===== src/rtl/fvcc_sqrt.sv =====
// ----------------------------------------------------------------------------
// fvcc_sqrt
// Pipelined integer square root, one root bit per stage (restoring form).
// ----------------------------------------------------------------------------
module fvcc_sqrt #(
   parameter int IN_W   = 48,
   parameter int SIDE_W = 1
) (
   input  logic                clock,
   input  logic                en,
   input  logic [IN_W-1:0]     radicand,
   input  logic [SIDE_W-1:0]   side_in,
   output logic [IN_W/2-1:0]   root,
   output logic [SIDE_W-1:0]   side_out
);
   localparam int RW = IN_W / 2;
   localparam int MW = RW + 1;
   localparam int TW = RW + 3;

   logic [IN_W-1:0]   ns [RW];
   logic [MW-1:0]     ms [RW];
   logic [RW-1:0]     qs [RW+1];
   logic [SIDE_W-1:0] ss [RW+1];

   assign ns[0] = radicand;
   assign ms[0] = '0;
   assign qs[0] = '0;
   assign ss[0] = side_in;

   for (genvar s = 0; s < RW; s++) begin : g_bit
      logic [TW-1:0]     rt;
      logic [TW-1:0]     tr;
      logic [MW-1:0]     m_in;
      logic [RW-1:0]     q_in;
      logic [RW-1:0]     q_ff;
      logic [SIDE_W-1:0] s_ff;

      assign rt = {ms[s], ns[s][IN_W-1 -: 2]};
      assign tr = {1'b0, qs[s], 2'b01};

      always_comb begin
         if (rt >= tr) begin
            m_in = MW'(rt - tr);
            q_in = {qs[s][RW-2:0], 1'b1};
         end else begin
            m_in = MW'(rt);
            q_in = {qs[s][RW-2:0], 1'b0};
         end
      end

      always_ff @(posedge clock) begin
         if (en) begin
            q_ff <= q_in;
            s_ff <= ss[s];
         end
      end

      assign qs[s+1] = q_ff;
      assign ss[s+1] = s_ff;

      if (s < RW - 1) begin : g_rem
         logic [MW-1:0]   m_ff;
         logic [IN_W-1:0] n_ff;

         always_ff @(posedge clock) begin
            if (en) begin
               m_ff <= m_in;
               n_ff <= {ns[s][IN_W-3:0], 2'b00};
            end
         end

         assign ms[s+1] = m_ff;
         assign ns[s+1] = n_ff;
      end
   end

   assign root     = qs[RW];
   assign side_out = ss[RW];
endmodule


===== config.mk =====
export PLATFORM = sky130hd
export DESIGN_NAME = fvcc_sqrt
export DESIGN_NICKNAME = d
export VERILOG_FILES = /design/src/rtl/fvcc_sqrt.sv
export SDC_FILE = /design/constraint.sdc
export NUM_CORES = 2
export LEC_CHECK = 0
export BUFFER_PORTS_ARGS = -buffer_cell sky130_fd_sc_hd__buf_2
export CAP_MARGIN = 20
export CELL_PAD_IN_SITES_DETAIL_PLACEMENT = 0
export CELL_PAD_IN_SITES_GLOBAL_PLACEMENT = 1
export CORE_ASPECT_RATIO = 0.7
export CORE_UTILIZATION = 35
export DETAILED_ROUTE_END_ITERATION = 6
export PLACE_DENSITY = 0.54
export RECOVER_POWER = 25
export SETUP_SLACK_MARGIN = 0.1
export SYNTH_ARGS = -nofsm -noshare
export SYNTH_HDL_FRONTEND = slang
export SYNTH_SLANG_ARGS = --single-unit

===== constraint.sdc =====
create_clock -name clock -period 3.4 [get_ports clock]
set_input_delay 0.68 -clock clock [delete_from_list [all_inputs] [get_ports clock]]
set_output_delay 0.68 -clock clock [all_outputs]
set_load 0.02 [all_outputs]

### Word-level counts from Yosys, hierarchy flattened

Index checks and enable logic that the tools add are counted.

* register bits: 1429
* input bits: 51
* output and inout bits: 25

* add/sub/neg operators: 23
* order comparisons: 24
* multiplexer cells: 47

Operators with widths (count)
* $mux 25: 22
* $ge 27x10->1: 1
* $ge 27x11->1: 1
* $ge 27x12->1: 1
* $ge 27x13->1: 1
* $ge 27x14->1: 1
* $ge 27x15->1: 1
* $ge 27x16->1: 1
* $ge 27x17->1: 1
* $ge 27x18->1: 1
* $ge 27x19->1: 1
* $ge 27x20->1: 1
* $ge 27x21->1: 1
* $ge 27x22->1: 1
* $ge 27x23->1: 1
* $ge 27x24->1: 1
* $ge 27x25->1: 1
* $ge 27x3->1: 1
* $ge 27x4->1: 1
* $ge 27x5->1: 1
* $ge 27x6->1: 1
* $ge 27x7->1: 1
* $ge 27x8->1: 1
* $ge 27x9->1: 1
* other kinds (26): 49

### Logic depth before layout (Yosys ltp)

* word-level depth: 2
* mapped depth: 14
* mapped depth without buffers: 13

### Least setup slack after synthesis

OpenSTA, ideal clock, no wires.

* kind: flip-flop to flip-flop
* from: register g_bit[6].g_rem.m_ff[0]
* to: register g_bit[7].g_rem.m_ff[2], data pin
* arrival: 2.769 ns
* path slack: 0.361 ns
* cell stages (with the launch flop): 12
* clock period less this slack: 3.039 ns
* path through: edfxtp_1 -> ha_1 -> o21a_1 -> o21a_1 -> o2111ai_1 -> a31oi_1 -> or2_2 -> clkbuf_1 -> nor4_1 -> clkbuf_1 -> clkbuf_1 -> o21ai_0

* cells in the longest elaborated chain, start to end: 2

RTL lines
* start: declaration: line 62 `logic [MW-1:0] m_ff;`
* start signal: assignment: line 67 `m_ff <= m_in;`
* $sub 25x9->25 / $ge 27x9->1 (equally long branches): line 43, 42
* $mux 25 (*): line 42 `if (rt >= tr) begin`
* via g_bit[7].m_in[2]: line 33 `logic [MW-1:0] m_in;`
* end signal: assignment: line 67
* end: declaration: line 62

The timed path passes the listed nets; every way through them passes the cells marked *.
A chain may end at the register's enable or synchronous reset.

### Final worst setup path

* from: register g_bit[21].q_ff[1]
* to: register g_bit[22].g_rem.m_ff[22], data pin

* cells in the longest elaborated chain, start to end: 2

RTL lines
* start: declaration: line 35 `logic [RW-1:0] q_ff;`
* start signal: assignment: line 53 `q_ff <= q_in;`
* $sub 25x24->25 / $ge 27x24->1 (equally long branches): line 43, 42
* $mux 25 (*): line 42
* via g_bit[22].m_in[22]: line 33
* end signal: assignment: line 67
* end: declaration: line 62

Marked as above.

==> results.cfg <==
[grt]
top_usage_layer = met1
grt_pass1_wl_um = 216000
gr-usage-all-layers = 0.149
antenna_found_initial = 4
use_met1 = 0.258
use_met3 = 0.0299
grt_pass1_vias = 36000
grtUsageMet2 = 0.179
grt_max_degree = 90
overflow = 0

[synth]
ys_seq_elements = 1405
synth_fp_nets = 5173
synth.area.top_cells = edfxtp_1 66%, ha_1 6.3%, xnor2_1 3.0%
ys_seq_area_frac = 0.660
synth_cell_type_count = 81
syn_avg_cell_area_um2 = 13.3
synthArstFlopShare = 0
ys_warn_count = 0
synth.top_cell.area_share = 0.660
synth_top_cell_by_area = edfxtp_1
ys_top_cells_by_count = 1405 x edfxtp_1, 404 x inv_1, 323 x ha_1
synth_top_flop_cell = edfxtp_1
synthCells = 4799
synth.most_common_cell = edfxtp_1
synth_edf_count = 1405
syn_area_um2 = 64000

[timing]
whs_ns = 0.0809
max_slew_margin = -0.674
setup_violations = 0
min_period_ns = 3.23
hold_violations = 0
rsz0062_at_grt = true
clock_skew_ns = 0.0634
setup_tns_ns = 0
drv_slew = 56
period_share = 0.949
tightest_slew_ns = 2.51
fmax_mhz = 310

[drt]
via_per_inst = 4.88
drtAntennaViolNets = 0
wl_um = 139000
wl_per_cell_um = 18.0
drcViolationCount = 0
vias = 37700
dr.pass1.iters = 6
drt_iter0_markers = 3067

[worst_setup_path]
critPathKind = reg2reg
critPathCaptureType = flop
cp-start-kind = flop
crit_required_ns = 3.90
cpMaxStageDelayCell = a221o_2
path_common_cell = inv_1
crit_chain = inv_1, ha_2, a21oi_1, nand2_1, a221o_2, a211o_1, a41oi_2, a21oi_2, nor2_2, buf_6, inv_1, a2bb2oi_1
path_buf_inv = 3
cp.arrival_ns = 3.73
max_stage_delay_ns = 0.45
critPathMaxFanout = 6
crit_family = compound AO/OA/AOI/OAI gates

[floorplanning]
rows = 130
die_h_um = 360
start_util = 0.354
core_area_um2 = 181000
dieWidth_um = 513
dieArea_um2 = 185000
io_pins = 76

[pwr]
power_switching_w = 0.0135
p_per_area_nw_per_um2 = 646
peakVddDrop_uv = 498
p_leak_nw = 28.8
power.internal_w = 0.0351
switching_share = 0.277
power.total_w = 0.0486
seq_power_share = 0.473
power.share.clock = 0.342
pwr-share-comb = 0.185

[cts]
cts_tree = built
ctsRootBufferMaster = clkbuf_16
clk_pin_slew_worst_paths_ns = 0.06
htreeDepth = 4
clock_path_buffers = 3
cts_made_buffers = 150
clk-insertion-delay-late_ns = 0.81
cts.sinks = 1405

[worst_hold_path]
hp-class = in2reg

[layout]
final_nets = 5596
syn_to_final_growth_pct = 17.5
drive_gt1_frac = 0.128
final_cells = 7719
final_cell_area_um2 = 75200

[place]
gp_congestion = 0.857
portBuffers = 75
place_hpwl_um = 100000
place_area_um2 = 69100
dp.cells = 7383

[status]
status = complete, but fails checks
violations = max-capacitance violations, max-slew violations

[job]
cap_viol_max_count = 1
-- what timing repair did --
item                       4_1_cts  5_1_grt
hold buffers                    41        0
gates cloned                     0        4
hold endpoints to repair        41        0
gates resized for setup          8       89
pin swaps                        0       22
setup buffers                    0       18
setup endpoints to repair       19      191
-- layout by cell type (no fill, tap or decap), types with 19 or more instances in the layout --
| cell type | Yosys | routed |
|---|---|---|
| a21o_1 | 105 | 105 |
| a21oi_1 | 282 | 275 |
| a31oi_1 | 33 | 30 |
| and2_1 | 19 | 19 |
| and3_1 | 30 | 30 |
| buf_12 | 0 | 36 |
| buf_2 | 1 | 72 |
| buf_4 | 1 | 185 |
| clkbuf_1 | 67 | 25 |
| clkbuf_16 | 0 | 154 |
| clkinv_1 | 0 | 31 |
| clkinv_2 | 0 | 23 |
| dlygate4sd3_1 | 0 | 41 |
| edfxtp_1 | 1405 | 1405 |
| ha_1 | 323 | 313 |
| inv_1 | 404 | 403 |
| mux2_2 | 46 | 46 |
| nand2_1 | 279 | 279 |
| nand2b_1 | 72 | 72 |
| nand3_1 | 69 | 66 |
| nand3b_1 | 19 | 19 |
| nand4_1 | 53 | 53 |
| nor2_1 | 304 | 301 |
| nor2b_1 | 48 | 48 |
| nor3_1 | 121 | 116 |
| nor4_1 | 62 | 52 |
| o21a_1 | 54 | 54 |
| o21ai_0 | 226 | 216 |
| o21ai_1 | 14 | 23 |
| o21bai_1 | 20 | 20 |
| o31ai_1 | 35 | 33 |
| or2_2 | 20 | 20 |
| or3_1 | 49 | 46 |
| or4_1 | 20 | 19 |
| xnor2_1 | 222 | 222 |
| xor2_1 | 195 | 194 |
-- layout make-up --
cell class,instances,area [um2]
repair buffers,344,3030
flip-flops and latches,1405,42200
clock buffers,173,3840
diodes,3,7.51
clock inverters,97,1170
well taps,2376,2970
fillers,16800,105000
multi-input cells,2913,20400
inverters,408,1530
-- flip-flops by register name (all words and copies together) (netlist names) --
register          cells
root                 24
g_bit.q_ff          276
g_bit.g_rem.n_ff    552
side_out              1
g_bit.s_ff           23
g_bit.g_rem.m_ff    529
-- power by group through the flow --
stage	clock network, W	registers, W	logic (W)
5_1_grt	0.0179	0.0232	0.00998
2_1_floorplan	0	0.0228	0.00586
3_3_place_gp	0	0.0234	0.00853
6_report	0.0166	0.0230	0.00899
3_5_place_dp	0	0.0233	0.00856
4_1_cts	0.0172	0.0230	0.00866
-- worst reg2reg max path, cell delays in order, from the launching register on --
cell	delay [ns]
edfxtp_1	0.41
inv_1	0.09
ha_2	0.31
a21oi_1	0.13
nand2_1	0.10
a221o_2	0.45
a211o_1	0.39
a41oi_2	0.28
a21oi_2	0.12
nor2_2	0.20
buf_6	0.18
inv_1	0.12
a2bb2oi_1	0.15
-- per-stage QoR --
| step | setup WS (ns) | utilization |
|---|---|---|
| floorplan | 0.361 | - |
| detailed placement | 0.0360 | 0.383 |
| global route | 0.0531 | 0.416 |
| CTS | 0.104 | 0.413 |
| finish | 0.173 | 0.416 |
| global placement | 0.0600 | 0.383 |
-- worst paths after layout --
path                                                         from                            endpoint  slack (ns)  cells past startpoint
worst max-delay path                  g_bit[21].q_ff[1]$_DFFE_PP_  g_bit[22].g_rem.m_ff[22]$_DFFE_PP_        0.17                     12
worst max register to register        g_bit[21].q_ff[1]$_DFFE_PP_  g_bit[22].g_rem.m_ff[22]$_DFFE_PP_        0.17                     12
worst min register to register  g_bit[9].g_rem.n_ff[41]$_DFFE_PP_  g_bit[10].g_rem.n_ff[43]$_DFFE_PP_        0.40                      0
worst min-delay path                                 radicand[32]   g_bit[0].g_rem.n_ff[34]$_DFFE_PP_        0.08                      1
-- routing by layer --
layer / part of all wire / vias up
li1: - / 18700
met1: 0.58 / 18100
met2: 0.35 / 776
met3: 0.057 / 181
met4: 0.018 / 0
met5: 0 / -
-- kinds of logic after synthesis --
| family | after synthesis | synth area share |
|---|---|---|
| xor+xnor | 417 | 0.0571 |
| buf+inv | 481 | 0.0284 |
| simple gates | 1213 | 0.0949 |
| compound gates | 905 | 0.0875 |
| fa+ha+maj | 323 | 0.0632 |
| mux | 54 | 0.00935 |
| other cells | 1 | 0.0000586 |
| flops | 1405 | 0.660 |
(Power assumes the default switching activity.)
