File: src/rtl/fvcc_div.sv
// ----------------------------------------------------------------------------
// fvcc_div
// Pipelined restoring divider, one quotient bit per stage, MSB first.
// Quotient must fit Q_W bits for the result to be meaningful.
// ----------------------------------------------------------------------------
module fvcc_div #(
   parameter int NUM_W  = 24,
   parameter int DEN_W  = 15,
   parameter int Q_W    = 9,
   parameter int SIDE_W = 1
) (
   input  logic              clock,
   input  logic              en,
   input  logic [NUM_W-1:0]  num,
   input  logic [DEN_W-1:0]  den,
   input  logic [SIDE_W-1:0] side_in,
   output logic [Q_W-1:0]    quo,
   output logic [SIDE_W-1:0] side_out
);
   localparam int EW = NUM_W + DEN_W + Q_W;

   logic [NUM_W-1:0]  rs [Q_W];
   logic [DEN_W-1:0]  ds [Q_W];
   logic [Q_W-1:0]    qs [Q_W+1];
   logic [SIDE_W-1:0] ss [Q_W+1];

   assign rs[0] = num;
   assign ds[0] = den;
   assign qs[0] = '0;
   assign ss[0] = side_in;

   for (genvar s = 0; s < Q_W; s++) begin : g_bit
      localparam int B = Q_W - 1 - s;
      logic [EW-1:0]     sub;
      logic              ge;
      logic [Q_W-1:0]    q_ff;
      logic [SIDE_W-1:0] s_ff;

      assign sub = EW'(ds[s]) << B;
      assign ge  = EW'(rs[s]) >= sub;

      always_ff @(posedge clock) begin
         if (en) begin
            q_ff <= {qs[s][Q_W-2:0], ge};
            s_ff <= ss[s];
         end
      end

      assign qs[s+1] = q_ff;
      assign ss[s+1] = s_ff;

      if (s < Q_W - 1) begin : g_rem
         logic [NUM_W-1:0] r_ff;
         logic [DEN_W-1:0] d_ff;

         always_ff @(posedge clock) begin
            if (en) begin
               r_ff <= ge ? NUM_W'(EW'(rs[s]) - sub) : rs[s];
               d_ff <= ds[s];
            end
         end

         assign rs[s+1] = r_ff;
         assign ds[s+1] = d_ff;
      end
   end

   assign quo      = qs[Q_W];
   assign side_out = ss[Q_W];
endmodule

File: config.mk
export PLATFORM = sky130hd
export DESIGN_NAME = fvcc_div
export DESIGN_NICKNAME = d
export VERILOG_FILES = /design/src/rtl/fvcc_div.sv
export SDC_FILE = /design/constraint.sdc
export NUM_CORES = 1
export LEC_CHECK = 0
export BUFFER_PORTS_ARGS = -buffer_cell sky130_fd_sc_hd__buf_4
export CORE_MARGIN = 2
export CORE_UTILIZATION = 45
export DETAILED_ROUTE_END_ITERATION = 8
export HOLD_SLACK_MARGIN = 0.05
export SYNTH_ARGS = -nofsm -noshare
export SYNTH_HDL_FRONTEND = slang
export SYNTH_SLANG_ARGS = --single-unit
File: constraint.sdc
create_clock -name clock -period 6.8 [get_ports clock]
set_input_delay 1.36 -clock clock [delete_from_list [all_inputs] [get_ports clock]]
set_output_delay 1.36 -clock clock [all_outputs]
set_load 0.03 [all_outputs]
======== After elaboration in Yosys (flattened, before gate mapping) ========
Cells that the tools add are included.
storage, ports and cells
  output and inout bits ................... 10
  bits in registers ....................... 366
  logic and storage cells ................. 59
  bits of input ports ..................... 42
cells by class
  multiplexer cells ....................... 8
  magnitude comparators ................... 9
  add/sub/neg operators ................... 8
operator list
  cell                                          count
  2-to-1 mux 24 bit                             8
  greater-or-equal comparator 24 x 15 -> 1 bit  1
  greater-or-equal comparator 24 x 16 -> 1 bit  1
  greater-or-equal comparator 24 x 17 -> 1 bit  1
  greater-or-equal comparator 24 x 18 -> 1 bit  1
  greater-or-equal comparator 24 x 19 -> 1 bit  1
  greater-or-equal comparator 24 x 20 -> 1 bit  1
  greater-or-equal comparator 24 x 21 -> 1 bit  1
  greater-or-equal comparator 24 x 22 -> 1 bit  1
  greater-or-equal comparator 24 x 23 -> 1 bit  1
  subtractor 24 x 16 -> 24 bit                  1
  subtractor 24 x 17 -> 24 bit                  1
  subtractor 24 x 18 -> 24 bit                  1
  subtractor 24 x 19 -> 24 bit                  1
  subtractor 24 x 20 -> 24 bit                  1
  subtractor 24 x 21 -> 24 bit                  1
  subtractor 24 x 22 -> 24 bit                  1
  subtractor 24 x 23 -> 24 bit                  1

======== Logic depth before layout (Yosys ltp) ========
  word-level depth ........................ 2
  gate-level depth with buffers ........... 13
  depth with buffers taken out ............ 12

======== Least setup slack after synthesis ========
Ideal clock, no wire load.
  path type ............................... input-to-reg
  from .................................... input port den[5]
  to ...................................... register g_bit[0].g_rem.r_ff[10] (data pin)
  data arrival time ....................... 3,509 ps
  cell stages on the path ................. 11
  buffers on the path ..................... 2
  data required time ...................... 6,530 ps
  setup slack ............................. 3,020 ps
  library setup time ...................... 270 ps
  path through ............................ inv_1 ha_1 a211o_1 a221oi_1 and3_1 o21ai_0 a211o_1 buf_2 clkbuf_1 nor2_1 a21oi_1
on the way
  word-level cells in the longest chain between the ends .. 2
RTL lines
  item                                          RTL line  source
  start, declared                               15        input logic [DEN_W-1:0] den,
  greater-or-equal comparator 24 x 23 -> 1 bit  40        assign ge = EW'(rs[s]) >= sub;
  2-to-1 mux 24 bit                             58        r_ff <= ge ? NUM_W'(EW'(rs[s]) - sub) : rs[s];
  end signal, assigned                          58
  end, declared                                 53        logic [NUM_W-1:0] r_ff;
No other way between the ends.
A chain may end at the register's enable or synchronous reset.

======== Worst setup path after layout ========
  from .................................... input port num[8]
  to ...................................... register g_bit[0].g_rem.r_ff[14] (data pin)
on the way
  word-level cells in the longest chain between the ends .. 2
  elaborated cells between the ends (all ways) .. 3
  classes of those cells .................. 1 x add/sub; 1 x order compare; 1 x mux
RTL lines
  item                                                                                                 RTL line  source
  start, declared                                                                                      14        input logic [NUM_W-1:0] num,
  subtractor 24 x 23 -> 24 bit / greater-or-equal comparator 24 x 23 -> 1 bit (equally long branches)  58, 40
  2-to-1 mux 24 bit (*)                                                                                58
Mark *: on every way between the ends. The rest lies on a longest branch, timed or not.

==> impl_metrics.csv <==
group,metric,value,unit
global_routing,grt_pass1_vias,12567,
setup_path,worstPathArrival,4320,ps
timing,max_freq,249,MHz
worst_hold_path,timing.hold.worst.class,"reg2reg",
logic_synthesis,synth-seq-cells,366,
timing,hold_violations,0,
timing,pins_over_slew_limit,0,
setup_path,timing.reg2reg.setup_slack,3060,ps
clock_tree,clock_latency,570,ps
logic_synthesis,synthArstFlopShare,0,
cells_and_area,nets,1928,
global_routing,grt_antenna_before_repair,0,
timing,report.final.setup_viol,0,
cells_and_area,drive_gt1_frac,0.0891,
setup_path,worst_r2r_path_depth,10,
global_routing,pin_count_of_the_biggest_net_entering_global_routing,175,
setup_path,worstPathBufferInverterCount,2,
placement,port_buffers,51,
cells_and_area,n_fill_cell,3692,
status,result_of_the_run,"finished, final reports clean",
clock_tree,cts_setup_buffers,0,
pwr,power_density,376,nW/um^2
global_routing,global_route_wire_length_before_repair,57300,um
pwr,ir_worst_vdd,0.000171,V
routing,route.vias.total,12331,
clock_tree,tritoncts,"built",
setup_path,r2r-end,"g_bit[2].g_rem.r_ff[14]$_DFFE_PP_",
floorplan,ios,52,
routing,routed_wire_length_per_instance,14.4,um
logic_synthesis,syn-mean-instance-area,11.6,um^2
timing,worst-slew-pin-transition,1040,ps
logic_synthesis,synth_enable_flop_cells,366,
routing,drtIter0Drc,514,
setup_path,slowest_delay,710,ps
floorplan,chipHeight,212,um
timing,fin_tns_setup,0,ps
placement,dpl-instance-area,20500,um^2
worst_hold_path,min-delay-start,"g_bit[2].q_ff[0]$_DFFE_PP_",
floorplan,die_w,212,um
job,cap_viol_max_count,0,
setup_path,cp_cell_sequence,"buf_4, inv_1, ha_1, fa_1, nand2b_1, a21oi_1, a221oi_1, and3_1, o21ai_0, a211o_1, mux2_2",
logic_synthesis,synth_cells,1678,
setup_path,crit_path_start_kind,"input port",
clock_tree,post_cts_clock_slew_at_the_launch_and_capture_registers_of_the_worst_setup_and_hold_paths,60,ps
placement,dp_hpwl,24700,um
cells_and_area,final_standard_cell_area_without_fillers,21800,um^2
setup_path,worst_setup_end_kind,"register",
logic_synthesis,synthDistinctLibCells,71,
routing,drt.antenna.violating_nets,0,
pwr,leakage,8.60,nW
clock_tree,h_tree_depth,2,
clock_tree,ctsResizeCount,0,
global_routing,grt_overflow_total,0,
timing,finalWorstPathRequiredPeriod,4010,ps
floorplan,floorplan.initialDensity,0.455,
routing,detail_route.wirelength,33900,um
timing,fin_skew,18.7,ps
setup_path,critical_path.max_fanout,27,
worst_hold_path,hold_path_depth,0,
clock_tree,clock_buffer_count_from_cts,41,
cells_and_area,flow.area_growth_from_synthesis,11.9,%
logic_synthesis,synth-seq-area-share,0.564,
timing,worst_hold_slack,414,ps
logic_synthesis,synth-warning-count,0,
setup_path,cp_data_required_time,7110,ps
clock_tree,clockRootBuffer,"sky130_fd_sc_hd__clkbuf_16",
global_routing,global_route.usage.total,0.157,
timing,setup_repair_after_global_routing_missed_its_margin,"false",
logic_synthesis,synth_nets,1863,
logic_synthesis,synth_flop_type,"sky130_fd_sc_hd__edfxtp_1",
placement,gp_routability_congestion,0.924,
timing,post-route-period-util,0.590,
routing,detail_route.vias_per_cell,5.23,
clock_tree,cts_num_sinks,366,
routing,detailedRoute.firstPassIterationCount,6,
worst_hold_path,hold_path_end,"g_bit[3].q_ff[1]$_DFFE_PP_",
clock_tree,clk_path_buf_depth,3,
logic_synthesis,netlist_area,19500,um^2
cells_and_area,num_antenna_cells,0,
floorplan,design.die.area,45000,um^2
floorplan,core,42900,um^2
setup_path,criticalPathCategory,"in2reg",
clock_tree,cts_hold_buf,0,
timing,timing.slew.headroom,0.309,
floorplan,number_of_cell_rows,76,
setup_path,crit_path_top_delay_cell,"sky130_fd_sc_hd__a211o_1",
setup_path,path_delay_family,"compound AO/OA/AOI/OAI gates",
setup_path,r2r-start,"g_bit[1].g_rem.r_ff[6]$_DFFE_PP_",
routing,remaining_drc_errors,0,
pwr,totalPowerFinal,8.19,mW
-- per-stage QoR --
stage | util | setup slack, ps | instances
6_report | 0.509 | 2790 | 2359
5_1_grt | 0.509 | 2640 | 2359
4_1_cts | 0.509 | 2790 | 2359
3_5_place_dp | 0.479 | 2200 | 2285
3_3_place_gp | 0.479 | 2260 | 2285
2_1_floorplan | - | 3020 | 1678
-- layout by cell type (no fill, tap or decap), types with 31 or more instances in the layout --
| master | instances |
|---|---|
| sky130_fd_sc_hd__ha_1 | 135 |
| sky130_fd_sc_hd__inv_1 | 177 |
| sky130_fd_sc_hd__mux2_2 | 31 |
| sky130_fd_sc_hd__a21o_1 | 41 |
| sky130_fd_sc_hd__nor2_1 | 124 |
| sky130_fd_sc_hd__xor2_1 | 47 |
| sky130_fd_sc_hd__clkbuf_16 | 41 |
| sky130_fd_sc_hd__edfxtp_1 | 366 |
| sky130_fd_sc_hd__o21ai_0 | 98 |
| sky130_fd_sc_hd__a21oi_1 | 157 |
| sky130_fd_sc_hd__nand2_1 | 99 |
| sky130_fd_sc_hd__xnor2_1 | 66 |
| sky130_fd_sc_hd__buf_4 | 55 |
-- cell families after synthesis --
logic type               synth area share
AO/OA/AOI/OAI                       0.131
AND/OR/NAND/NOR                    0.0989
flip-flops                          0.564
buffers and inverters              0.0416
adder cells (fa/ha/maj)            0.0949
XOR/XNOR                           0.0508
multiplexers                       0.0194
-- worst reg2reg max path, delay by kind of cell, from the launching register on --
family,cells,cell delay (ps)
compound gates,4,1120
simple gates,1,790
fa+ha+maj,2,590
mux,1,460
flops,1,400
buf+inv,2,120
-- report_power, final --
part | total [mW] | leakage, nW | switching, mW | internal [mW]
sequential | 3.40 | 3.54 | 0.255 | 3.15
combinational | 2.71 | 4.44 | 1.50 | 1.21
clock | 2.08 | 0.624 | 0.855 | 1.23
-- registers in the layout, indices dropped and copies added, names as in the netlist --
| name | count |
|---|---|
| g_bit.g_rem.d_ff | 120 |
| side_out | 1 |
| g_bit.s_ff | 8 |
| quo | 9 |
| g_bit.q_ff | 36 |
| g_bit.g_rem.r_ff | 192 |
-- cells in the mapped netlist (5+ instances only) --
master / number / area [um^2]
sky130_fd_sc_hd__o21a_1: 13 / 97.6
sky130_fd_sc_hd__nor2b_1: 16 / 100
sky130_fd_sc_hd__xnor2_1: 66 / 578
sky130_fd_sc_hd__nor4_1: 24 / 150
sky130_fd_sc_hd__o31ai_1: 5 / 37.5
sky130_fd_sc_hd__nand2b_1: 24 / 150
sky130_fd_sc_hd__nor3_1: 17 / 85.1
sky130_fd_sc_hd__o21ai_0: 98 / 490
sky130_fd_sc_hd__xor2_1: 47 / 412
sky130_fd_sc_hd__edfxtp_1: 366 / 11000
sky130_fd_sc_hd__o22ai_1: 5 / 31.3
sky130_fd_sc_hd__buf_2: 9 / 45.0
sky130_fd_sc_hd__fa_1: 8 / 160
sky130_fd_sc_hd__a211oi_1: 14 / 105
sky130_fd_sc_hd__a31oi_1: 7 / 43.8
sky130_fd_sc_hd__a21boi_0: 7 / 52.6
sky130_fd_sc_hd__a21o_1: 41 / 308
sky130_fd_sc_hd__or3_1: 7 / 43.8
sky130_fd_sc_hd__nand3_1: 22 / 110
sky130_fd_sc_hd__ha_1: 135 / 1690
sky130_fd_sc_hd__clkbuf_1: 23 / 86.3
sky130_fd_sc_hd__or4_1: 8 / 60.1
sky130_fd_sc_hd__mux2_2: 31 / 349
sky130_fd_sc_hd__and3_1: 11 / 68.8
sky130_fd_sc_hd__a21oi_1: 157 / 786
sky130_fd_sc_hd__o31a_1: 9 / 78.8
sky130_fd_sc_hd__o21bai_1: 14 / 105
sky130_fd_sc_hd__nand3b_1: 6 / 45.0
sky130_fd_sc_hd__nand2_1: 99 / 372
sky130_fd_sc_hd__nor2_1: 124 / 465
sky130_fd_sc_hd__inv_1: 177 / 664
sky130_fd_sc_hd__o211ai_1: 8 / 60.1
sky130_fd_sc_hd__nand4_1: 13 / 81.3
-- layout make-up --
cell class	instances	area, um^2	share of cell area
well taps	585	732	0.0336
inverters	177	664	0.0305
clock inverters	23	209	0.00958
clock buffers	51	1060	0.0488
repair buffers	57	448	0.0205
multi-input cells	1100	7700	0.353
flip-flops and latches	366	11000	0.504
-- layer usage --
metal	global-route usage	vias to the layer above	share of wire
li1	-	6284	-
met5	0	-	0
met1	0.164	5698	0.40
met3	0.0316	107	0.035
met2	0.296	242	0.52
met4	0.0794	0	0.045
-- worst max path at each step --
stage / startpoint / end / slack, ps / depth (start not counted)
6_report: num[8] / g_bit[0].g_rem.r_ff[14]$_DFFE_PP_ / 2790 / 11
5_1_grt: num[8] / g_bit[0].g_rem.r_ff[14]$_DFFE_PP_ / 2640 / 11
4_1_cts: num[8] / g_bit[0].g_rem.r_ff[14]$_DFFE_PP_ / 2790 / 11
3_5_place_dp: num[8] / g_bit[0].g_rem.r_ff[11]$_DFFE_PP_ / 2200 / 11
3_3_place_gp: num[8] / g_bit[0].g_rem.r_ff[11]$_DFFE_PP_ / 2260 / 11
2_1_floorplan: den[5] / g_bit[0].g_rem.r_ff[10]$_DFFE_PP_ / 3020 / 11
No activity file was read; power rests on OpenSTA's default activity.
