[src/rtl/fvcc_pkg.sv]
// ----------------------------------------------------------------------------
// fvcc_pkg
// Shared constants and tables for the flow vector colour coder: angle format,
// arctangent steps for the angle pipeline and the 55-entry colour wheel.
// ----------------------------------------------------------------------------
package fvcc_pkg;

   localparam int FLOW_W       = 16;
   localparam int MM_W         = 15;
   localparam int BYTE_W       = 8;
   localparam int ANG_BITS     = 20;
   localparam int CORDIC_STEPS = 16;
   localparam int WHEEL_SIZE   = 55;
   localparam int WHEEL_IDX_W  = 6;
   localparam int WHEEL_MUL    = WHEEL_SIZE - 1;

   localparam logic [MM_W-1:0]       MM_RESET    = 15'd2560;
   localparam logic [ANG_BITS-1:0]   ANG_HALF    = 20'h80000;
   localparam logic [ANG_BITS-2:0]   ANG_QUARTER = 19'h40000;

   // arctangent of 2^-i in 2^-20 turn
   localparam logic [17:0] ATAN_TAB [CORDIC_STEPS] = '{
      18'd131072, 18'd77376, 18'd40884, 18'd20753, 18'd10417, 18'd5213,
      18'd2607,   18'd1304,  18'd652,   18'd326,   18'd163,   18'd81,
      18'd41,     18'd20,    18'd10,    18'd5
   };

   typedef logic [3*BYTE_W-1:0] wheel_tab_type [WHEEL_SIZE];

   // built at elaboration: entry is {red, green, blue}
   function automatic wheel_tab_type wheel_build();
      wheel_tab_type t;
      int r, g, b, i;
      for (int k = 0; k < WHEEL_SIZE; k++) begin
         if (k < 15) begin
            i = k;      r = 255;                g = 255 * i / 15;       b = 0;
         end else if (k < 21) begin
            i = k - 15; r = 255 - 255 * i / 6;  g = 255;                b = 0;
         end else if (k < 25) begin
            i = k - 21; r = 0;                  g = 255;                b = 255 * i / 4;
         end else if (k < 36) begin
            i = k - 25; r = 0;                  g = 255 - 255 * i / 11; b = 255;
         end else if (k < 49) begin
            i = k - 36; r = 255 * i / 13;       g = 0;                  b = 255;
         end else begin
            i = k - 49; r = 255;                g = 0;                  b = 255 - 255 * i / 6;
         end
         t[k] = {8'(r), 8'(g), 8'(b)};
      end
      return t;
   endfunction

   localparam wheel_tab_type WHEEL_TAB = wheel_build();

endpackage

[src/rtl/fvcc_cordic.sv]
// ----------------------------------------------------------------------------
// fvcc_cordic
// Vectoring CORDIC, one rotation per stage, giving the first-quadrant angle
// of (ax, ay) in 2^-20 turn with the axis cases forced.
// ----------------------------------------------------------------------------
module fvcc_cordic #(
   parameter int SIDE_W = 2
) (
   input  logic                            clock,
   input  logic                            en,
   input  logic [fvcc_pkg::FLOW_W-1:0]     ax,
   input  logic [fvcc_pkg::FLOW_W-1:0]     ay,
   input  logic [SIDE_W-1:0]               side_in,
   output logic [fvcc_pkg::ANG_BITS-2:0]   alpha,
   output logic [SIDE_W-1:0]               side_out
);
   import fvcc_pkg::*;

   localparam int XW = FLOW_W + 7;
   localparam int ZW = ANG_BITS + 1;
   localparam int N  = CORDIC_STEPS;
   localparam int SW = SIDE_W + 2;

   logic signed [XW-1:0] xs [N];
   logic signed [XW-1:0] ys [N];
   logic signed [ZW-1:0] zs [N+1];
   logic [SW-1:0]        ss [N+1];
   logic signed [ZW-1:0] z_last;
   logic                 y_zero;
   logic                 x_zero;

   assign xs[0] = signed'({3'b000, ax, 4'b0000});
   assign ys[0] = signed'({3'b000, ay, 4'b0000});
   assign zs[0] = '0;
   assign ss[0] = {ay == '0, ax == '0, side_in};

   for (genvar s = 0; s < N; s++) begin : g_step
      logic signed [XW-1:0] x_in;
      logic signed [XW-1:0] y_in;
      logic signed [ZW-1:0] z_in;
      logic signed [ZW-1:0] z_ff;
      logic [SW-1:0]        s_ff;
      logic signed [ZW-1:0] at;

      assign at = signed'(ZW'(ATAN_TAB[s]));

      always_comb begin
         if (!ys[s][XW-1]) begin
            x_in = xs[s] + (ys[s] >>> s);
            y_in = ys[s] - (xs[s] >>> s);
            z_in = zs[s] + at;
         end else begin
            x_in = xs[s] - (ys[s] >>> s);
            y_in = ys[s] + (xs[s] >>> s);
            z_in = zs[s] - at;
         end
      end

      always_ff @(posedge clock) begin
         if (en) begin
            z_ff <= z_in;
            s_ff <= ss[s];
         end
      end

      assign zs[s+1] = z_ff;
      assign ss[s+1] = s_ff;

      if (s < N - 1) begin : g_xy
         logic signed [XW-1:0] x_ff;
         logic signed [XW-1:0] y_ff;

         always_ff @(posedge clock) begin
            if (en) begin
               x_ff <= x_in;
               y_ff <= y_in;
            end
         end

         assign xs[s+1] = x_ff;
         assign ys[s+1] = y_ff;
      end
   end

   assign z_last   = zs[N];
   assign y_zero   = ss[N][SW-1];
   assign x_zero   = ss[N][SW-2];
   assign side_out = ss[N][SIDE_W-1:0];

   always_comb begin
      priority if (y_zero) begin
         alpha = '0;
      end else if (x_zero) begin
         alpha = ANG_QUARTER;
      end else if (z_last[ZW-1]) begin
         alpha = '0;
      end else if (z_last > signed'(ZW'(ANG_QUARTER))) begin
         alpha = ANG_QUARTER;
      end else begin
         alpha = z_last[ANG_BITS-2:0];
      end
   end
endmodule

[config.mk]
export PLATFORM = sky130hd
export DESIGN_NAME = fvcc_cordic
export DESIGN_NICKNAME = d
export VERILOG_FILES = /design/src/rtl/fvcc_pkg.sv /design/src/rtl/fvcc_cordic.sv
export SDC_FILE = /design/constraint.sdc
export NUM_CORES = 2
export LEC_CHECK = 0
export ABC_AREA = 0
export BUFFER_PORTS_ARGS = -buffer_cell sky130_fd_sc_hd__buf_4
export CORE_ASPECT_RATIO = 1.1
export CORE_MARGIN = 2
export CORE_UTILIZATION = 59
export CTS_CLUSTER_SIZE = 20
export DETAILED_ROUTE_END_ITERATION = 16
export GPL_ROUTABILITY_DRIVEN = 0
export HOLD_SLACK_MARGIN = 0.12
export PLACE_DENSITY = 0.8
export SYNTH_ARGS = -nofsm -noshare
export SYNTH_HDL_FRONTEND = slang
export SYNTH_SLANG_ARGS = --single-unit
export TNS_END_PERCENT = 5
[constraint.sdc]
create_clock -name clock -period 3.8 [get_ports clock]
set_clock_uncertainty 0.2 [all_clocks]
set_input_delay 0.76 -clock clock [delete_from_list [all_inputs] [get_ports clock]]
set_output_delay 0.76 -clock clock [all_outputs]
set_load 0.01 [all_outputs]
[After elaboration in Yosys (flattened, before gate mapping)]
Index checks and enable logic that the tools add are counted.
Operators by class
  $add $sub $neg: 84
  magnitude comparators: 1
  mux-type cells: 46
  reduce and logical (&&, ||, !) cells: 2
Operators by type and width (count)
  23-bit two-way mux: 27
  21-bit two-way mux: 14
  19-bit two-way mux: 4
  23-bit by 10-bit adder with 23-bit output: 2
  23-bit by 11-bit adder with 23-bit output: 2
  23-bit by 12-bit adder with 23-bit output: 2
  23-bit by 13-bit adder with 23-bit output: 2
  23-bit by 14-bit adder with 23-bit output: 2
  23-bit by 15-bit adder with 23-bit output: 2
  23-bit by 16-bit adder with 23-bit output: 2
  23-bit by 17-bit adder with 23-bit output: 2
  23-bit by 18-bit adder with 23-bit output: 2
  23-bit by 19-bit adder with 23-bit output: 2
  23-bit by 20-bit adder with 23-bit output: 2
  23-bit by 21-bit adder with 23-bit output: 2
  23-bit by 10-bit subtractor with 23-bit output: 2
  23-bit by 11-bit subtractor with 23-bit output: 2
  23-bit by 12-bit subtractor with 23-bit output: 2
  23-bit by 13-bit subtractor with 23-bit output: 2
  23-bit by 14-bit subtractor with 23-bit output: 2
  23-bit by 15-bit subtractor with 23-bit output: 2
  23-bit by 16-bit subtractor with 23-bit output: 2
  23-bit by 17-bit subtractor with 23-bit output: 2
  23-bit by 18-bit subtractor with 23-bit output: 2
  42 further kinds: 46
Word-level totals
  register bits: 1042
  input port bits: 36
  output and inout port bits: 21
  logic and storage cells: 193

[Longest topological paths before layout]
  word-level depth: 5
  depth in mapped cells: 17
  gate-level depth less buffers: 17

[Worst setup path before layout]
Ideal clock, no wire load.
  kind: reg-to-reg
  start: register g_step[5].g_xy.y_ff[13]
  end: register g_step[6].g_xy.x_ff[22], data pin
  library setup time: 0.260 ns
  data arrival time: 3.515 ns
  setup slack: -0.175 ns
  cell stages (with the launch flop): 15
  buffers on the path: 0
  cells stage by stage: edfxtp_1 -> or4_1 -> nor4_1 -> inv_1 -> o21ai_1 -> xor2_1 -> ha_1 -> a21oi_1 -> o21ai_1 -> or3_1 -> a211oi_1 -> nor3_1 -> a2111oi_0 -> o21bai_1 -> xnor2_1
Between the ends
  word-level cells in the longest chain between the ends: 2
  elaborated cells on any way between the ends: 3
  classes of those cells: add/sub: 2; mux: 1
RTL lines
  start, declared: RTL line fvcc_cordic.sv:71  | logic signed [XW-1:0] y_ff;
  start signal, assigned: RTL line fvcc_cordic.sv:76  | y_ff <= y_in;
  23-bit by 17-bit adder with 23-bit output / 23-bit by 17-bit subtractor with 23-bit output (equally long branches): RTL line fvcc_cordic.sv:49, fvcc_cordic.sv:53
  23-bit two-way mux *: RTL line fvcc_cordic.sv:48  | if (!ys[s][XW-1]) begin
  named net g_step[6].x_in[22]: RTL line fvcc_cordic.sv:38  | logic signed [XW-1:0] x_in;
  end signal, assigned: RTL line fvcc_cordic.sv:75  | x_ff <= x_in;
  end, declared: RTL line fvcc_cordic.sv:70  | logic signed [XW-1:0] x_ff;
The timed path passes the listed nets; every way through them passes the cells marked *.
A chain may end at the register's enable or synchronous reset.

[Final worst setup path]
  start: register g_step[2].g_xy.x_ff[9]
  end: register g_step[3].g_xy.y_ff[20], data pin
Between the ends
  word-level cells in the longest chain between the ends: 2
  elaborated cells on any way between the ends: 3
  classes of those cells: add/sub: 2; mux: 1
RTL lines
  start, declared: RTL line fvcc_cordic.sv:70
  start signal, assigned: RTL line fvcc_cordic.sv:75
  23-bit by 20-bit subtractor with 23-bit output / 23-bit by 20-bit adder with 23-bit output (equally long branches): RTL line fvcc_cordic.sv:50, fvcc_cordic.sv:54
  23-bit two-way mux *: RTL line fvcc_cordic.sv:48
  named net g_step[3].y_in[20]: RTL line fvcc_cordic.sv:39  | logic signed [XW-1:0] y_in;
  end signal, assigned: RTL line fvcc_cordic.sv:76
  end, declared: RTL line fvcc_cordic.sv:71
Marks and branches as above.

==> out/metrics.cfg <==
[route]
wl_per_cell_um = 18.9
routed_wirelength_mm = 195
final_antenna_net_count = 0
drc = 0
dr_total_vias = 64100
dr.pass1.iters = 6
vias_per_cell = 6.18
drt-initial-drc-count = 5259

[synth]
synthesis.instances = 7895
synth_fp_nets = 8936
synth_area_per_cell_sq_um = 9.81
ys.flop_type = edfxtp_1
syn_area_sq_um = 77500
synth_warnings = 0
seq_area_frac_synth_pct = 36.7
synth.top_cells.by_count = 972 x ha_1, 946 x edfxtp_1, 747 x a21oi_1, 740 x nor2_1, 642 x xnor2_1
synth_edf_count = 946
async_reset_ff_share_pct = 0
ys_ff_latch = 946
ys_types = 107
yosys.area.top_type = edfxtp_1
netlist_top_cells_area = edfxtp_1 37%, ha_1 16%, xnor2_1 7.3%
yosysMostFrequentCell = ha_1
yosys.area.top_type_share_pct = 36.7

[timing]
hold_viol = 0
finalMaxSlewViolations = 0
max_freq_mhz = 252
fin_crit_ns = 3.96
setup_viol = 18
worstMarginPinSlew_ns = 0.775
rsz0062_at_grt = true
layout_setup_ws_ns = -0.164
timing.final.crit_share_pct = 104
slew_headroom_pct = 48.1

[layout]
postLayoutCoreUtil_pct = 68.8
regArea_sq_um = 28400
areaGrowthSynthToFinish_pct = 15.8
drive_gt1_share_pct = 13.9
multi_input_area_sq_um = 48800
fillCellCount = 9323
instances_no_fill = 10400
nets = 9619

[floorplanning]
die_h_um = 384
fp-row-count = 139
start_util_pct = 59.4
pin_count = 57
die-area_sq_um = 134000
die_w_um = 350
core_area_sq_um = 130000

[outcome]
violations = setup timing
status = complete, but fails checks

[worst_setup_path]
crit_chain = or4_4, or3_4, nor3_4, and2_4, nor2_2, xor2_1, ha_1, nand2_1, or3_4, o21ai_4, nand2_1, o31ai_2, buf_4, a31o_2, a21oi_1
cp_max_fo = 3
r2r_end = g_step[3].g_xy.y_ff[20]
required_ns = 4.07
crit_arrival_ns = 4.24
cp_num_buf_inv = 1
reg2reg_from = g_step[2].g_xy.x_ff[9]
rr_worst_depth = 15
r2r_slack_ns = -0.16
critPathKind = flop to flop
crit_family = simple AND/OR/NAND/NOR gates
crit_path_start_kind = flop
slowest_delay_ns = 0.55
slowest_stage = or4_4
crit_path_end_kind = flop

[global_routing]
antenna_found_initial = 1
grt_pass1_wl_mm = 310
track_usage_pct = 28.1
grt_pass1_vias = 62200
grt-ovfl-total = 0
grt_max_degree = 85

[hold_path]
hold_path_end = g_step[15].s_ff[1]
whs_path_depth = 0
hold_path.class = flop to flop
hold_start = g_step[14].s_ff[1]

[clocking]
numCtsBuffers = 103
cts_tree = built
root_buffer = clkbuf_16
htreeDepth = 3
cts.reportedPaths.clkPinSlew_ns = 0.06
clock_path_buffers = 3
clk_latency_ns = 0.76
clock_sinks = 946

[job]
cap_violations = 0

[place]
place_inst = 10100
io_buffers = 55
dp_hpwl_mm = 150

## worst reg2reg max path, delay by kind of cell (launching register included)
family | cells | cell delay (ns)
buf+inv | 1 | 0.16
compound gates | 4 | 0.58
flops | 1 | 0.39
xor+xnor | 1 | 0.15
fa+ha+maj | 1 | 0.30
simple gates | 8 | 1.90
## worst max path at each step
stage | startpoint | to | slack, ns | depth (start not counted)
floorplan | g_step[4].g_xy.y_ff[22] | g_step[5].g_xy.x_ff[22] | -0.02 | 12
global placement | g_step[2].g_xy.x_ff[9] | g_step[3].g_xy.y_ff[22] | -0.24 | 14
detailed placement | g_step[1].g_xy.x_ff[3] | g_step[2].g_xy.y_ff[20] | -0.26 | 15
CTS | g_step[2].g_xy.x_ff[6] | g_step[3].g_xy.y_ff[20] | -0.11 | 15
global route | g_step[3].g_xy.y_ff[8] | g_step[4].g_xy.x_ff[22] | -0.30 | 18
finish | g_step[2].g_xy.x_ff[9] | g_step[3].g_xy.y_ff[20] | -0.16 | 15
## per-layer routing
layer / vias up / routed length [um] / GRT usage (%)
li1: 30700 / - / -
met5: - / 0 / 0
met4: 0 / 9590 / 13.5
met3: 566 / 12500 / 3.62
met2: 2316 / 95400 / 49.2
met1: 30500 / 77800 / 34.1
## registers in the layout (all words and copies together), names as in the netlist
| signal | flops |
|---|---|
| g_step.s_ff | 64 |
| g_step.g_xy.y_ff | 309 |
| g_step.g_xy.x_ff | 298 |
| g_step.z_ff | 275 |
## timing repair
item / CTS / global route
gates resized for setup: 69 / 251
hold buffers: 2 / 0
endpoints found under the setup margin: 66 / 188
hold endpoints to repair: 2 / 0
setup buffers: 1 / 30
pin swaps: 13 / 95
## layout by cell type, fill, tap and decap left out, types with 32 or more instances in the layout
| cell | count |
|---|---|
| a211oi_1 | 46 |
| a21o_1 | 362 |
| a21oi_1 | 720 |
| a31oi_1 | 77 |
| and2_1 | 51 |
| and3_1 | 84 |
| buf_4 | 658 |
| clkbuf_16 | 104 |
| edfxtp_1 | 946 |
| fa_1 | 33 |
| ha_1 | 965 |
| inv_1 | 363 |
| nand2_1 | 370 |
| nand2b_1 | 95 |
| nand3_1 | 123 |
| nand4_1 | 55 |
| nor2_1 | 733 |
| nor2b_1 | 103 |
| nor3_1 | 212 |
| nor4_1 | 38 |
| o211ai_1 | 52 |
| o21a_1 | 130 |
| o21ai_0 | 268 |
| o21ai_1 | 88 |
| o21bai_1 | 66 |
| or2_2 | 32 |
| or3_1 | 42 |
| xnor2_1 | 641 |
| xor2_1 | 410 |
## final cells by class
type / count / share of cell area (%)
Timing Repair Buffer: 692 / 6.17
Clock inverter: 71 / 0.886
Sequential cell: 946 / 31.7
Multi-Input combinational cell: 6465 / 54.4
Clock buffer: 121 / 2.97
Inverter: 370 / 1.55
Antenna cell: 1 / 0.00279
Tap cell: 1692 / 2.36
## cells by family (layout without fill, tap and decap cells)
| group | Yosys count | after routing | share of synthesized area (%) |
|---|---|---|---|
| and+or+nand+nor | 2153 | 2153 | 13.6 |
| buffers and inverters | 484 | 1254 | 2.36 |
| other | 1 | 2 | 0.00484 |
| DFF | 946 | 946 | 36.7 |
| adders and majority gates | 1005 | 1005 | 16.5 |
| xor gates and xnor gates | 1056 | 1056 | 12.0 |
| AOI/OAI and AO/OA | 2211 | 2211 | 18.4 |
| muxes | 39 | 39 | 0.531 |
## stage by stage
stage | setup slack [ns] | hold slack (ns) | area, sq um | setup TNS (ns)
after floorplan | -0.0208 | 0.200 | 77500 | -0.0984
after global placement | -0.243 | 0.200 | 84500 | -1.34
after detailed placement | -0.261 | 0.205 | 84500 | -3.82
after CTS | -0.112 | 0.205 | 88300 | -0.942
after global routing | -0.298 | 0.216 | 89700 | -10.00
final | -0.164 | 0.209 | 89700 | -1.38
Power is not shown: default switching activity piles up to over one toggle a cycle in this logic, so the estimate is an artifact.
